$ cat src/design/rrp_pkg.sv
`default_nettype none
package rrp_pkg;

  localparam int BLOCK_BYTES = 24;
  localparam int MAX_BLOCKS  = 31;
  localparam int HEAD_BYTES  = 8;
  localparam int LEN_W       = 19;
  localparam int POS_W       = $clog2(BLOCK_BYTES);
  localparam int CNT_W       = 5;
  localparam int BLK_W       = (BLOCK_BYTES - 1) * 8;

  localparam logic [1:0] VERSION = 2'd2;
  localparam logic [7:0] PT_RR   = 8'hc9;

  typedef enum logic [1:0] {
    PH_IDLE  = 2'd0,
    PH_HEAD  = 2'd1,
    PH_BLOCK = 2'd2,
    PH_SKIP  = 2'd3
  } phase_t;

  typedef enum logic [2:0] {
    ST_BLOCK   = 3'd0,
    ST_DONE    = 3'd1,
    ST_SHORT   = 3'd2,
    ST_BAD_HDR = 3'd3,
    ST_COUNT   = 3'd4
  } status_t;

  typedef struct packed {
    logic [7:0]       data_byte;
    logic             start_of_packet;
    logic [LEN_W-1:0] bytes_available;
  } in_item_t;

  typedef struct packed {
    logic [31:0]        reporter_ssrc;
    logic [31:0]        source_ssrc;
    logic [7:0]         fraction_lost;
    logic signed [23:0] cumulative_lost;
    logic [31:0]        highest_sequence;
    logic [31:0]        interarrival_jitter;
    logic [31:0]        last_sr_time;
    logic [31:0]        delay_since_sr;
    status_t            status;
    logic               last_of_report;
  } result_t;

endpackage
`default_nettype wire

$ cat src/design/rrp_channels.sv
`default_nettype none
interface rrp_in_if;
  logic                       valid;
  logic                       ready;
  logic [7:0]                 data_byte;
  logic                       start_of_packet;
  logic [rrp_pkg::LEN_W-1:0]  bytes_available;

  modport source (output valid, data_byte, start_of_packet, bytes_available, input ready);
  modport sink   (input valid, data_byte, start_of_packet, bytes_available, output ready);
endinterface

interface rrp_out_if;
  logic               valid;
  logic               ready;
  logic [31:0]        reporter_ssrc;
  logic [31:0]        source_ssrc;
  logic [7:0]         fraction_lost;
  logic signed [23:0] cumulative_lost;
  logic [31:0]        highest_sequence;
  logic [31:0]        interarrival_jitter;
  logic [31:0]        last_sr_time;
  logic [31:0]        delay_since_sr;
  logic [2:0]         status;
  logic               last_of_report;

  modport source (output valid, reporter_ssrc, source_ssrc, fraction_lost, cumulative_lost,
                  highest_sequence, interarrival_jitter, last_sr_time, delay_since_sr,
                  status, last_of_report,
                  input ready);
  modport sink   (input valid, reporter_ssrc, source_ssrc, fraction_lost, cumulative_lost,
                  highest_sequence, interarrival_jitter, last_sr_time, delay_since_sr,
                  status, last_of_report,
                  output ready);
endinterface
`default_nettype wire

$ cat src/design/rtcp_receiver_report_parser_unit.sv
// Path: an accepted byte is held in the input register and feeds the parse logic; any result
// it causes is then loaded into the output register.
// Throughput: one byte per cycle while the output is not stalled, set by the parse step between
// the input register and the output register; a stalled output holds the input stage.
// Reset (synchronous, rst_n low): parser idle, waiting for a start byte; both stages empty.
`default_nettype none
module rtcp_receiver_report_parser_unit (
  input  wire logic  clk,
  input  wire logic  rst_n,
  rrp_in_if.sink     in_ch,
  rrp_out_if.source  out_ch
);

  logic              item_valid;
  rrp_pkg::in_item_t item;
  logic              out_free;
  logic              adv;
  logic              res_valid;
  rrp_pkg::result_t  res;

  assign adv = item_valid && out_free;

  rrp_in_reg u_in_reg (
    .clk        (clk),
    .rst_n      (rst_n),
    .in_ch      (in_ch),
    .adv        (adv),
    .item_valid (item_valid),
    .item       (item)
  );

  rrp_parse_core u_core (
    .clk       (clk),
    .rst_n     (rst_n),
    .step      (adv),
    .item      (item),
    .res_valid (res_valid),
    .res       (res)
  );

  rrp_out_reg u_out_reg (
    .clk    (clk),
    .rst_n  (rst_n),
    .load   (adv && res_valid),
    .res    (res),
    .free   (out_free),
    .out_ch (out_ch)
  );

endmodule
`default_nettype wire

$ cat src/design/rrp_in_reg.sv
`default_nettype none
module rrp_in_reg (
  input  wire logic        clk,
  input  wire logic        rst_n,
  rrp_in_if.sink           in_ch,
  input  wire logic        adv,
  output logic             item_valid,
  output rrp_pkg::in_item_t item
);

  logic              valid_r, valid_nxt;
  rrp_pkg::in_item_t item_r;
  logic              take;

  assign in_ch.ready = !valid_r || adv;
  assign take        = in_ch.valid && in_ch.ready;

  always_comb begin
    if (take) begin
      valid_nxt = 1'b1;
    end else if (adv) begin
      valid_nxt = 1'b0;
    end else begin
      valid_nxt = valid_r;
    end
  end

  always_ff @(posedge clk) begin
    if (!rst_n) begin
      valid_r <= 1'b0;
    end else begin
      valid_r <= valid_nxt;
    end
  end

  always_ff @(posedge clk) begin
    if (take) begin
      item_r.data_byte       <= in_ch.data_byte;
      item_r.start_of_packet <= in_ch.start_of_packet;
      item_r.bytes_available <= in_ch.bytes_available;
    end
  end

  assign item_valid = valid_r;
  assign item       = item_r;

endmodule
`default_nettype wire

$ cat src/design/rrp_parse_core.sv
`default_nettype none
module rrp_parse_core (
  input  wire logic              clk,
  input  wire logic              rst_n,
  input  wire logic              step,
  input  wire rrp_pkg::in_item_t item,
  output logic                   res_valid,
  output rrp_pkg::result_t       res
);

  rrp_pkg::phase_t                phase_r, phase_nxt;
  logic [rrp_pkg::POS_W-1:0]      pos_r, pos_nxt;
  logic [rrp_pkg::CNT_W-1:0]      cnt_r, cnt_nxt;
  logic [rrp_pkg::CNT_W-1:0]      idx_r, idx_nxt;
  logic [rrp_pkg::LEN_W-1:0]      len_r, len_nxt;
  logic [31:0]                    ssrc_r, ssrc_nxt;
  logic [7:0]                     hb0_r, hb0_nxt;
  logic [rrp_pkg::BLK_W-1:0]      blk_r, blk_nxt;

  logic [31:0]                    ssrc_sh;
  logic [16:0]                    f_inc;
  logic [rrp_pkg::LEN_W-1:0]      rep_len;
  logic [rrp_pkg::LEN_W-1:0]      need_len;
  logic [rrp_pkg::CNT_W-1:0]      hdr_cnt;
  logic [rrp_pkg::CNT_W-1:0]      idx_inc;
  logic [rrp_pkg::BLK_W+7:0]      full_blk;

  // header fields as seen on byte 3
  assign ssrc_sh  = {ssrc_r[23:0], item.data_byte};
  assign f_inc    = {1'b0, ssrc_sh[15:0]} + 17'd1;
  assign rep_len  = {f_inc, 2'b00};
  assign hdr_cnt  = hb0_r[7:3];
  assign need_len = rrp_pkg::LEN_W'(rrp_pkg::HEAD_BYTES)
                  + rrp_pkg::LEN_W'(hdr_cnt) * rrp_pkg::LEN_W'(rrp_pkg::BLOCK_BYTES);
  assign idx_inc  = idx_r + 1'b1;
  // block byte 0 sits at the top
  assign full_blk = {blk_r, item.data_byte};

  always_comb begin
    phase_nxt = phase_r;
    pos_nxt   = pos_r;
    cnt_nxt   = cnt_r;
    idx_nxt   = idx_r;
    len_nxt   = len_r;
    ssrc_nxt  = ssrc_r;
    hb0_nxt   = hb0_r;
    blk_nxt   = blk_r;
    res_valid = 1'b0;
    res       = '0;

    if (item.start_of_packet) begin
      // a start always restarts, dropping any report in flight
      phase_nxt = rrp_pkg::PH_HEAD;
      hb0_nxt   = item.data_byte;
      len_nxt   = item.bytes_available;
      ssrc_nxt  = '0;
      pos_nxt   = rrp_pkg::POS_W'(1);
      cnt_nxt   = '0;
      idx_nxt   = '0;
    end else begin
      unique case (phase_r)
        rrp_pkg::PH_HEAD: begin
          ssrc_nxt = ssrc_sh;
          if (pos_r == rrp_pkg::POS_W'(3)) begin
            len_nxt = rep_len;
            cnt_nxt = hdr_cnt;
            pos_nxt = rrp_pkg::POS_W'(4);
            priority if (rep_len < rrp_pkg::LEN_W'(rrp_pkg::HEAD_BYTES) || rep_len > len_r) begin
              res.status = rrp_pkg::ST_SHORT;
              res_valid  = 1'b1;
            end else if (hb0_r[1:0] != rrp_pkg::VERSION || ssrc_sh[23:16] != rrp_pkg::PT_RR) begin
              res.status = rrp_pkg::ST_BAD_HDR;
              res_valid  = 1'b1;
            end else if (need_len > rep_len
                         || hdr_cnt > rrp_pkg::CNT_W'(rrp_pkg::MAX_BLOCKS)) begin
              res.status = rrp_pkg::ST_COUNT;
              res_valid  = 1'b1;
            end else begin
              res_valid = 1'b0;
            end
            if (res_valid) begin
              res.last_of_report = 1'b1;
              phase_nxt          = rrp_pkg::PH_SKIP;
            end
          end else if (pos_r == rrp_pkg::POS_W'(7)) begin
            if (cnt_r == '0) begin
              res_valid          = 1'b1;
              res.reporter_ssrc  = ssrc_sh;
              res.status         = rrp_pkg::ST_DONE;
              res.last_of_report = 1'b1;
              phase_nxt          = rrp_pkg::PH_SKIP;
            end else begin
              phase_nxt = rrp_pkg::PH_BLOCK;
              pos_nxt   = '0;
              idx_nxt   = '0;
            end
          end else begin
            pos_nxt = pos_r + 1'b1;
          end
        end
        rrp_pkg::PH_BLOCK: begin
          blk_nxt = full_blk[rrp_pkg::BLK_W-1:0];
          if (pos_r != rrp_pkg::POS_W'(rrp_pkg::BLOCK_BYTES - 1)) begin
            pos_nxt = pos_r + 1'b1;
          end else begin
            res_valid               = 1'b1;
            res.reporter_ssrc       = ssrc_r;
            res.source_ssrc         = full_blk[191:160];
            res.fraction_lost       = full_blk[159:152];
            res.cumulative_lost     = full_blk[151:128];
            res.highest_sequence    = full_blk[127:96];
            res.interarrival_jitter = full_blk[95:64];
            res.last_sr_time        = full_blk[63:32];
            res.delay_since_sr      = full_blk[31:0];
            res.status              = rrp_pkg::ST_BLOCK;
            pos_nxt                 = '0;
            idx_nxt                 = idx_inc;
            if (idx_inc >= cnt_r) begin
              res.last_of_report = 1'b1;
              phase_nxt          = rrp_pkg::PH_SKIP;
            end
          end
        end
        rrp_pkg::PH_IDLE, rrp_pkg::PH_SKIP: begin
          phase_nxt = phase_r;
        end
      endcase
    end
  end

  always_ff @(posedge clk) begin
    if (!rst_n) begin
      phase_r <= rrp_pkg::PH_IDLE;
      pos_r   <= '0;
      cnt_r   <= '0;
      idx_r   <= '0;
    end else if (step) begin
      phase_r <= phase_nxt;
      pos_r   <= pos_nxt;
      cnt_r   <= cnt_nxt;
      idx_r   <= idx_nxt;
    end
  end

  always_ff @(posedge clk) begin
    if (step) begin
      len_r  <= len_nxt;
      ssrc_r <= ssrc_nxt;
      hb0_r  <= hb0_nxt;
      blk_r  <= blk_nxt;
    end
  end

  a_block_in_block_phase: assert property (@(posedge clk) disable iff (!rst_n)
    step && res_valid && res.status == rrp_pkg::ST_BLOCK |-> phase_r == rrp_pkg::PH_BLOCK)
    else $error("block item outside block phase");

  a_last_goes_skip: assert property (@(posedge clk) disable iff (!rst_n)
    step && res_valid && res.last_of_report |=> phase_r == rrp_pkg::PH_SKIP)
    else $error("final item did not end the report");

  a_only_blocks_continue: assert property (@(posedge clk) disable iff (!rst_n)
    res_valid && !res.last_of_report |-> res.status == rrp_pkg::ST_BLOCK)
    else $error("non-block item without last flag");

  a_error_zero_payload: assert property (@(posedge clk) disable iff (!rst_n)
    res_valid && (res.status == rrp_pkg::ST_SHORT || res.status == rrp_pkg::ST_BAD_HDR
                  || res.status == rrp_pkg::ST_COUNT)
    |-> res.reporter_ssrc == '0 && res.source_ssrc == '0 && res.delay_since_sr == '0)
    else $error("error item carries payload");

endmodule
`default_nettype wire

$ cat src/design/rrp_out_reg.sv
`default_nettype none
module rrp_out_reg (
  input  wire logic             clk,
  input  wire logic             rst_n,
  input  wire logic             load,
  input  wire rrp_pkg::result_t res,
  output logic                  free,
  rrp_out_if.source             out_ch
);

  logic             valid_r, valid_nxt;
  rrp_pkg::result_t res_r;

  assign free = !valid_r || out_ch.ready;

  always_comb begin
    if (load) begin
      valid_nxt = 1'b1;
    end else if (out_ch.ready) begin
      valid_nxt = 1'b0;
    end else begin
      valid_nxt = valid_r;
    end
  end

  always_ff @(posedge clk) begin
    if (!rst_n) begin
      valid_r <= 1'b0;
    end else begin
      valid_r <= valid_nxt;
    end
  end

  always_ff @(posedge clk) begin
    if (load) begin
      res_r <= res;
    end
  end

  assign out_ch.valid               = valid_r;
  assign out_ch.reporter_ssrc       = res_r.reporter_ssrc;
  assign out_ch.source_ssrc         = res_r.source_ssrc;
  assign out_ch.fraction_lost       = res_r.fraction_lost;
  assign out_ch.cumulative_lost     = res_r.cumulative_lost;
  assign out_ch.highest_sequence    = res_r.highest_sequence;
  assign out_ch.interarrival_jitter = res_r.interarrival_jitter;
  assign out_ch.last_sr_time        = res_r.last_sr_time;
  assign out_ch.delay_since_sr      = res_r.delay_since_sr;
  assign out_ch.status              = res_r.status;
  assign out_ch.last_of_report      = res_r.last_of_report;

endmodule
`default_nettype wire
$ cat src/flat_wrapper.sv
// flat-port wrapper written by rule: the top's interface ports become plain ports
module rtcp_receiver_report_parser_unit_flat 
  (clk, rst_n, in_ch_valid, in_ch_data_byte, in_ch_start_of_packet, in_ch_bytes_available, in_ch_ready, out_ch_valid, out_ch_reporter_ssrc, out_ch_source_ssrc, out_ch_fraction_lost, out_ch_cumulative_lost, out_ch_highest_sequence, out_ch_interarrival_jitter, out_ch_last_sr_time, out_ch_delay_since_sr, out_ch_status, out_ch_last_of_report, out_ch_ready);
  rrp_in_if in_ch_i ();
  rrp_out_if out_ch_i ();
  input  wire logic clk;
  input  wire logic rst_n;
  input wire logic [$bits(in_ch_i.valid)-1:0] in_ch_valid;
  input wire logic [$bits(in_ch_i.data_byte)-1:0] in_ch_data_byte;
  input wire logic [$bits(in_ch_i.start_of_packet)-1:0] in_ch_start_of_packet;
  input wire logic [$bits(in_ch_i.bytes_available)-1:0] in_ch_bytes_available;
  output wire logic [$bits(in_ch_i.ready)-1:0] in_ch_ready;
  output wire logic [$bits(out_ch_i.valid)-1:0] out_ch_valid;
  output wire logic [$bits(out_ch_i.reporter_ssrc)-1:0] out_ch_reporter_ssrc;
  output wire logic [$bits(out_ch_i.source_ssrc)-1:0] out_ch_source_ssrc;
  output wire logic [$bits(out_ch_i.fraction_lost)-1:0] out_ch_fraction_lost;
  output wire logic [$bits(out_ch_i.cumulative_lost)-1:0] out_ch_cumulative_lost;
  output wire logic [$bits(out_ch_i.highest_sequence)-1:0] out_ch_highest_sequence;
  output wire logic [$bits(out_ch_i.interarrival_jitter)-1:0] out_ch_interarrival_jitter;
  output wire logic [$bits(out_ch_i.last_sr_time)-1:0] out_ch_last_sr_time;
  output wire logic [$bits(out_ch_i.delay_since_sr)-1:0] out_ch_delay_since_sr;
  output wire logic [$bits(out_ch_i.status)-1:0] out_ch_status;
  output wire logic [$bits(out_ch_i.last_of_report)-1:0] out_ch_last_of_report;
  input wire logic [$bits(out_ch_i.ready)-1:0] out_ch_ready;
  assign in_ch_i.valid = in_ch_valid;
  assign in_ch_i.data_byte = in_ch_data_byte;
  assign in_ch_i.start_of_packet = in_ch_start_of_packet;
  assign in_ch_i.bytes_available = in_ch_bytes_available;
  assign in_ch_ready = in_ch_i.ready;
  assign out_ch_valid = out_ch_i.valid;
  assign out_ch_reporter_ssrc = out_ch_i.reporter_ssrc;
  assign out_ch_source_ssrc = out_ch_i.source_ssrc;
  assign out_ch_fraction_lost = out_ch_i.fraction_lost;
  assign out_ch_cumulative_lost = out_ch_i.cumulative_lost;
  assign out_ch_highest_sequence = out_ch_i.highest_sequence;
  assign out_ch_interarrival_jitter = out_ch_i.interarrival_jitter;
  assign out_ch_last_sr_time = out_ch_i.last_sr_time;
  assign out_ch_delay_since_sr = out_ch_i.delay_since_sr;
  assign out_ch_status = out_ch_i.status;
  assign out_ch_last_of_report = out_ch_i.last_of_report;
  assign out_ch_i.ready = out_ch_ready;
  rtcp_receiver_report_parser_unit u_core (.clk(clk), .rst_n(rst_n), .in_ch(in_ch_i), .out_ch(out_ch_i));
endmodule
$ cat config.mk
export PLATFORM = sky130hd
export DESIGN_NAME = rtcp_receiver_report_parser_unit_flat
export DESIGN_NICKNAME = d
export VERILOG_FILES = /design/src/design/rrp_pkg.sv /design/src/design/rrp_channels.sv /design/src/design/rtcp_receiver_report_parser_unit.sv /design/src/design/rrp_in_reg.sv /design/src/design/rrp_parse_core.sv /design/src/design/rrp_out_reg.sv /design/src/flat_wrapper.sv
export SDC_FILE = /design/constraint.sdc
export NUM_CORES = 1
export LEC_CHECK = 0
export CORE_MARGIN = 2
export CORE_UTILIZATION = 63
export DETAILED_ROUTE_END_ITERATION = 10
export DONT_BUFFER_PORTS = 1
export HOLD_SLACK_MARGIN = 0.12
export PLACE_DENSITY = 0.79
export SYNTH_ARGS = -nofsm -noshare
export SYNTH_HDL_FRONTEND = slang
export SYNTH_SLANG_ARGS = --single-unit
$ cat constraint.sdc
create_clock -name clk -period 26.7 [get_ports clk]
set_input_delay 1.335 -clock clk [delete_from_list [all_inputs] [get_ports clk]]
set_output_delay 1.335 -clock clk [all_outputs]
set_load 0.005 [all_outputs]
# Word-level counts from Yosys, hierarchy flattened
# Index checks and enable logic that the tools add are counted.
dict set report totals {
  register_bits 518
  in_bits 32
  out_inout_bits 230
}
dict set report classes {
  n_addsub 4
  n_mul 1
  order_cmp 5
  n_eq_ne 17
  n_mux 56
  n_bitwise 2
  reduce_logical 26
}
# cell count
set op_table {}
lappend op_table {{228-bit two-way mux} 1}
lappend op_table {{32-bit two-way mux} 4}
lappend op_table {{32-bit case mux with 2 select lines} 1}
lappend op_table {{5-bit two-way mux} 12}
lappend op_table {{19-bit two-way mux} 3}
lappend op_table {{5-bit case mux with 2 select lines} 2}
lappend op_table {{11-bit by 19-bit greater-than comparator with 1-bit output} 1}
lappend op_table {{19-bit greater-than comparator} 1}
lappend op_table {{19-bit by 4-bit less-than comparator with 1-bit output (second input constant)} 1}
lappend op_table {{1-bit two-way mux} 18}
lappend op_table {{16-bit by 1-bit adder with 17-bit output (second input constant)} 1}
lappend op_table {{2-bit two-way mux} 8}
lappend op_table {{3-bit by 2-bit != test with 1-bit output (second input constant)} 5}
lappend op_table {{6-bit AND reduction} 2}
lappend op_table {{4-bit by 10-bit adder with 11-bit output (first input constant)} 1}
lappend op_table {{5-bit by 1-bit adder with 5-bit output (second input constant)} 2}
lappend op_table {{3-bit two-way mux} 3}
lappend op_table {{3-bit AND reduction} 3}
lappend op_table {{8-bit != test (second input constant)} 1}
lappend op_table {{4-bit case mux with 2 select lines} 1}
lappend op_table {{2-bit nonzero test} 4}
lappend op_table {{5-bit by 2-bit multiplier with 7-bit output (second input constant)} 1}
lappend op_table {{5-bit by 2-bit equality test with 1-bit output (second input constant)} 1}
lappend op_table {{5-bit by 3-bit equality test with 1-bit output (second input constant)} 1}
lappend op_table {{23 further kinds} 33}

# Longest topological paths before layout
dict set report depth {
  ltp_word 15
  mapped_depth 18
  ltp_nobuf 18
}

# Cells and area by module
# Synthesis repeated with hierarchy kept, for this count alone.
dict set report hier_totals {
  hier_cells 1247
  hier_area_um2 20006.7
}
# mod instances cells_each area_each_um2 seq_area_each_um2
set by_module_without_submodules {}
lappend by_module_without_submodules {rrp_parse_core 1 980 12200.5 7607.3}
lappend by_module_without_submodules {rrp_out_reg 1 232 6895.4 6866.6}
lappend by_module_without_submodules {rrp_in_reg 1 33 898.4 860.8}
lappend by_module_without_submodules {rtcp_receiver_report_parser_unit 1 2 12.5 0.0}

# Worst setup path before layout
# No wires, ideal clock.
dict set report synth_timing {
  path_type {reg-to-reg}
  from {register u_core.u_core.hb0_r[3]}
  to {register u_core.u_out_reg.res_r, in the netlist u_core.u_out_reg.out_ch.cumulative_lost[0] (enable)}
  arrival_ns 19.210
  setup_slack_ns 6.335
  path_stages_with_launch 18
  path_cell_list {edfxtp_1 ha_1 fa_1 a21oi_1 nor2_1 nor2_1 xnor2_1 nand2_1 mux2_2 o21ai_0 ha_1 o21a_1 o21a_1 o22ai_1 o31ai_2 nor3_1 a211o_1 a211oi_1}
}
dict set report synth_between {
  elab_chain_len 14
  word_cells_on_any_way 15
  cone_classes {add/sub: 1; mul: 1; order compare: 2; mux: 9; reduce/logical: 2}
}
# item line_no
set synth_lines {}
lappend synth_lines {{from (decl)} rrp_parse_core.sv:17} ;# logic [7:0] hb0_r, hb0_nxt;
lappend synth_lines {{from (signal assigned)} rrp_parse_core.sv:149} ;# hb0_r <= hb0_nxt;
lappend synth_lines {{5-bit by 2-bit multiplier with 7-bit output} rrp_parse_core.sv:34} ;# + rrp_pkg::LEN_W'(hdr_cnt) * rrp_pkg::LEN_W'(rrp_pkg::BLOCK_BYTES);
lappend synth_lines {{4-bit by 10-bit adder with 11-bit output} rrp_parse_core.sv:34}
lappend synth_lines {{11-bit by 19-bit greater-than comparator with 1-bit output} rrp_parse_core.sv:74} ;# end else if (need_len > rep_len
lappend synth_lines {{1-bit logical OR *} rrp_parse_core.sv:75} ;# || hdr_cnt > rrp_pkg::CNT_W'(rrp_pkg::MAX_BLOCKS)) begin
lappend synth_lines {{1-bit two-way mux *} rrp_parse_core.sv:74}
lappend synth_lines {{1-bit two-way mux *} rrp_parse_core.sv:71} ;# end else if (hb0_r[1:0] != rrp_pkg::VERSION || ssrc_sh[23:16] != rrp_pkg::PT_RR) begin
lappend synth_lines {{1-bit two-way mux *} rrp_parse_core.sv:68} ;# priority if (rep_len < rrp_pkg::LEN_W'(rrp_pkg::HEAD_BYTES) || rep_len > len_r) begin
lappend synth_lines {{1-bit two-way mux *} rrp_parse_core.sv:64} ;# if (pos_r == rrp_pkg::POS_W'(3)) begin
lappend synth_lines {{1-bit two-way mux *} rrp_parse_core.sv:61} ;# unique case (phase_r)
lappend synth_lines {{1-bit two-way mux *} rrp_parse_core.sv:51} ;# if (item.start_of_packet) begin
lappend synth_lines {{1-bit two-way mux *} rrp_parse_core.sv:64}
lappend synth_lines {{1-bit case mux with 2 select lines *} rrp_parse_core.sv:61}
lappend synth_lines {{1-bit two-way mux *} rrp_parse_core.sv:51}
lappend synth_lines {{1-bit logical AND *} rtcp_receiver_report_parser_unit.sv:44} ;# .load (adv && res_valid),
lappend synth_lines {{via u_core.u_out_reg.load} rrp_out_reg.sv:5} ;# input wire logic load,
lappend synth_lines {{to (signal assigned)} rrp_out_reg.sv:36} ;# res_r <= res;
lappend synth_lines {{to (decl)} rrp_out_reg.sv:12} ;# rrp_pkg::result_t res_r;
# Mark *: on every way through the listed nets, which the timed path passes. The rest lies on a longest branch. The select of a mux whose other input is x is not followed.
# A chain may end at the register's enable or synchronous reset.

# Final worst setup path
dict set report layout_timing {
  from {register u_core.u_core.hb0_r[3]}
  to {register u_core.u_out_reg.res_r, in the netlist u_core.u_out_reg.out_ch.source_ssrc[1] (enable)}
}
# The elaborated chain is that of the path after synthesis.

==> out/metrics.csv <==
metric,value,unit
outcome,finished clean,
clock root cell,clkbuf_16,
Cell Rows,64,
Iter 0 DRT Violations,874,
num ports,262,
Min-Delay Endpoint,u_core.u_core.blk_r[78]$_DFFE_PP_,
initial antenna violation count,1,
Vias/cell,5.86,
WL final,34800,microns
sequential area share after synthesis,77.5,%
CP Max Fanout,87,
internal power,1290,uW
RSZ-0062 raised after global routing,no,
area of the die,32800,sq um
CTS H-tree depth,2,
logic gate share of total power,2.2,%
CTS Buf Count,49,
most frequent cells in the layout,"edfxtp_1, and2_1, nor2_1",
Final Hold Viols,0,
switch share,19.5,%
worst path arrival time,5870,ps
"commonest non-fill, non-tap cell in the layout",edfxtp_1,
GR met1 Demand/Resource,27.4,%
post-layout min period,5700,ps
Worst Hold Class,reg2reg,
Tot GR Track Use,21.0,%
worst r2r dst,u_core.u_out_reg.out_ch.source_ssrc[1]$_SDFFCE_PP0P_,
fin nets,1309,
global-route wire length before repair,53600,microns
Slew Limit Headroom,29.4,%
WL/cell,20.9,microns
CP required,26870,ps
max-slew violation count,0,
grt met3 use,5.97,%
hold depth,0,
Critical Path Source,u_core.u_core.hb0_r[3]$_DFFE_PP_,
Clk pwr share,42.2,%
crit end category,flip-flop,
min-delay src,u_core.u_core.blk_r[70]$_DFFE_PP_,
die extent in x,181,microns
Fin Hold WS,426,ps
# diodes,0,
final instance area,21800,sq um
post-detail-place hpwl,22400,microns
post-synth cell types,59,
largest net degree at the start of global routing,128,
CTS tree,done,
met2 Usage GRT,34.4,%
1st-pass router iterations,5,
GPL Wtd Cong,0.864,
fmax,0.175,GHz
Reg2Reg Setup Slack,21000,ps
LEAKAGE,0.00792,uW
Worst-Skew Late Latency,560,ps
GRT Residual Overflow,0,
Core Area,30700,sq um
die height,181,microns
"Primary FF master, synth",edfxtp_1,
placed cell area,20200,sq um
busiest grt layer,met2,
vias in the first global route,9611,
# port buffers,0,
cts-stage hold buffer count,0,
pwr/cell area,73.7,nW/um^2
syn_nets,1293,
synthesized area,19800,sq um
r2r startpoint,u_core.u_core.hb0_r[3]$_DFFE_PP_,
Worst-path clk slew,60,ps
Antenna Nets Post-Route,0,
Starting Density,64.3,%
vias,9771,
Clock Path Buffers,3,
setup bufs post-CTS,0,
Reg2Reg Depth,19,
DRC violations left,0,
Max Clock Skew,22.4,ps
Worst VDD drop,0.0622,mV
WS Path Type,reg2reg,
share of flip-flops with an asynchronous set or reset,0,%
Worst Max-Slew Pin Slew,1060,ps
CTS resizes,0,
startpoint types,flip-flop,
Post-Synthesis Cells,1218,
"flops & latches, synth",517,
net load switching power,314,uW
Mapped Avg Cell Area,16.2,sq um
max cap viols,0,
CTS Sinks,517,
endpoints failing setup,0,
ratio of final minimum period to clock period,21.4,%
area grow syn2layout,10.3,%
setup_tns,0,ps
Post-synth EDFFs,498,
Seq pwr share,55.7,%
fraction of layout cells with a size suffix above 1,9.36,%
Syn. warnings,0,
flip-flops by register name, summed over array words and instances, names as in the netlist, 7 cells and up:
name,count
u_core.u_out_reg.out_ch.highest_sequence,32
u_core.u_in_reg.item,28
u_core.u_out_reg.out_ch.delay_since_sr,32
u_core.u_core.len_r,19
u_core.u_out_reg.out_ch.cumulative_lost,24
u_core.u_out_reg.out_ch.last_sr_time,32
u_core.u_out_reg.out_ch.fraction_lost,8
u_core.u_out_reg.out_ch.reporter_ssrc,32
u_core.u_core.hb0_r,7
u_core.u_out_reg.out_ch.source_ssrc,32
u_core.u_core.ssrc_r,32
u_core.u_core.blk_r,184
u_core.u_out_reg.out_ch.interarrival_jitter,32
final cells by class:
cell class                 count  area [sq um]
sequential                   517         15300
fill                        1885          8920
multi-input combinational    604          4110
clock buffer                  58          1280
tap                          396           495
clock inverter                31           319
inverter                      48           180
timing repair buffer          14           105
Yosys cell counts, types with 12 or more instances:
cell type	instances	area, sq um
nand3_1	12	60.1
edfxtp_1	498	15000
mux2_2	16	180
o21ai_0	13	65.1
a21oi_1	15	75.1
nor2_1	75	282
xnor2_1	14	123
and2_1	196	1230
nand2_1	28	105
ha_1	42	526
a22oi_1	40	300
dfxtp_1	19	380
xor2_1	13	114
nor3_1	14	70.1
clkbuf_1	42	158
inv_1	48	180
nor2b_1	34	213
metal layers:
layer  vias to the layer above  routed length [microns]
met5                         -                        0
met4                         0                     1110
met3                        78                     2910
met2                       380                    17000
met1                      4824                    13800
li1                       4489                        -
stage by stage:
step | worst slack, ps | total power, uW | cells | utilization (%)
finish | 21000 | 1610 | 1668 | 71.0
global placement | 21360 | 944 | 1579 | 65.8
detailed placement | 21070 | 947 | 1579 | 65.8
global route | 20610 | 1660 | 1668 | 71.0
floorplan | 6340 | 937 | 1218 | -
CTS | 21030 | 1620 | 1668 | 71.0
worst max-delay path by stage:
| stage | slack, ps | depth (start not counted) | endpoint |
|---|---|---|---|
| floorplan | 6340 | 17 | u_core.u_out_reg.out_ch.cumulative_lost[0]$_SDFFCE_PP0P_ |
| global placement | 21360 | 19 | u_core.u_out_reg.out_ch.source_ssrc[23]$_SDFFCE_PP0P_ |
| detailed placement | 21070 | 19 | u_core.u_out_reg.out_ch.cumulative_lost[11]$_SDFFCE_PP0P_ |
| CTS | 21030 | 19 | u_core.u_out_reg.out_ch.fraction_lost[5]$_SDFFCE_PP0P_ |
| global route | 20610 | 19 | u_core.u_out_reg.out_ch.fraction_lost[5]$_SDFFCE_PP0P_ |
| finish | 21000 | 19 | u_core.u_out_reg.out_ch.source_ssrc[1]$_SDFFCE_PP0P_ |
cell families after synthesis:
family	share of synthesized area, %
AO/OA/AOI/OAI	4.02
AND/OR/NAND/NOR	11.5
flip-flops	77.5
XOR/XNOR	1.20
adder cells (fa/ha/maj)	2.76
multiplexers	1.07
buffers and inverters	1.90
critical path, stage by stage (launching register included):
cell and delay (ps):
edfxtp_1 510, ha_1 270, fa_1 410, a21oi_1 160
nor2_1 60, nor2_1 120, xnor2_1 200, nand2_1 150
mux2_2 290, o21ai_0 200, ha_1 180, o21a_1 130
o21a_1 110, o22ai_1 90, o31ai_2 340, nor3_1 80
a211o_1 360, a211oi_4 250, buf_4 460, buf_4 890
power by group through the flow:
| stage | Sequential, uW | Clock, uW | Combinational [uW] |
|---|---|---|---|
| 6_report | 895 | 679 | 34.7 |
| 5_1_grt | 896 | 724 | 38.7 |
| 4_1_cts | 895 | 693 | 34.6 |
| 3_5_place_dp | 912 | 0 | 34.4 |
| 3_3_place_gp | 912 | 0 | 32.6 |
| 2_1_floorplan | 908 | 0 | 28.5 |
Power figures use the tool's default switching activity.
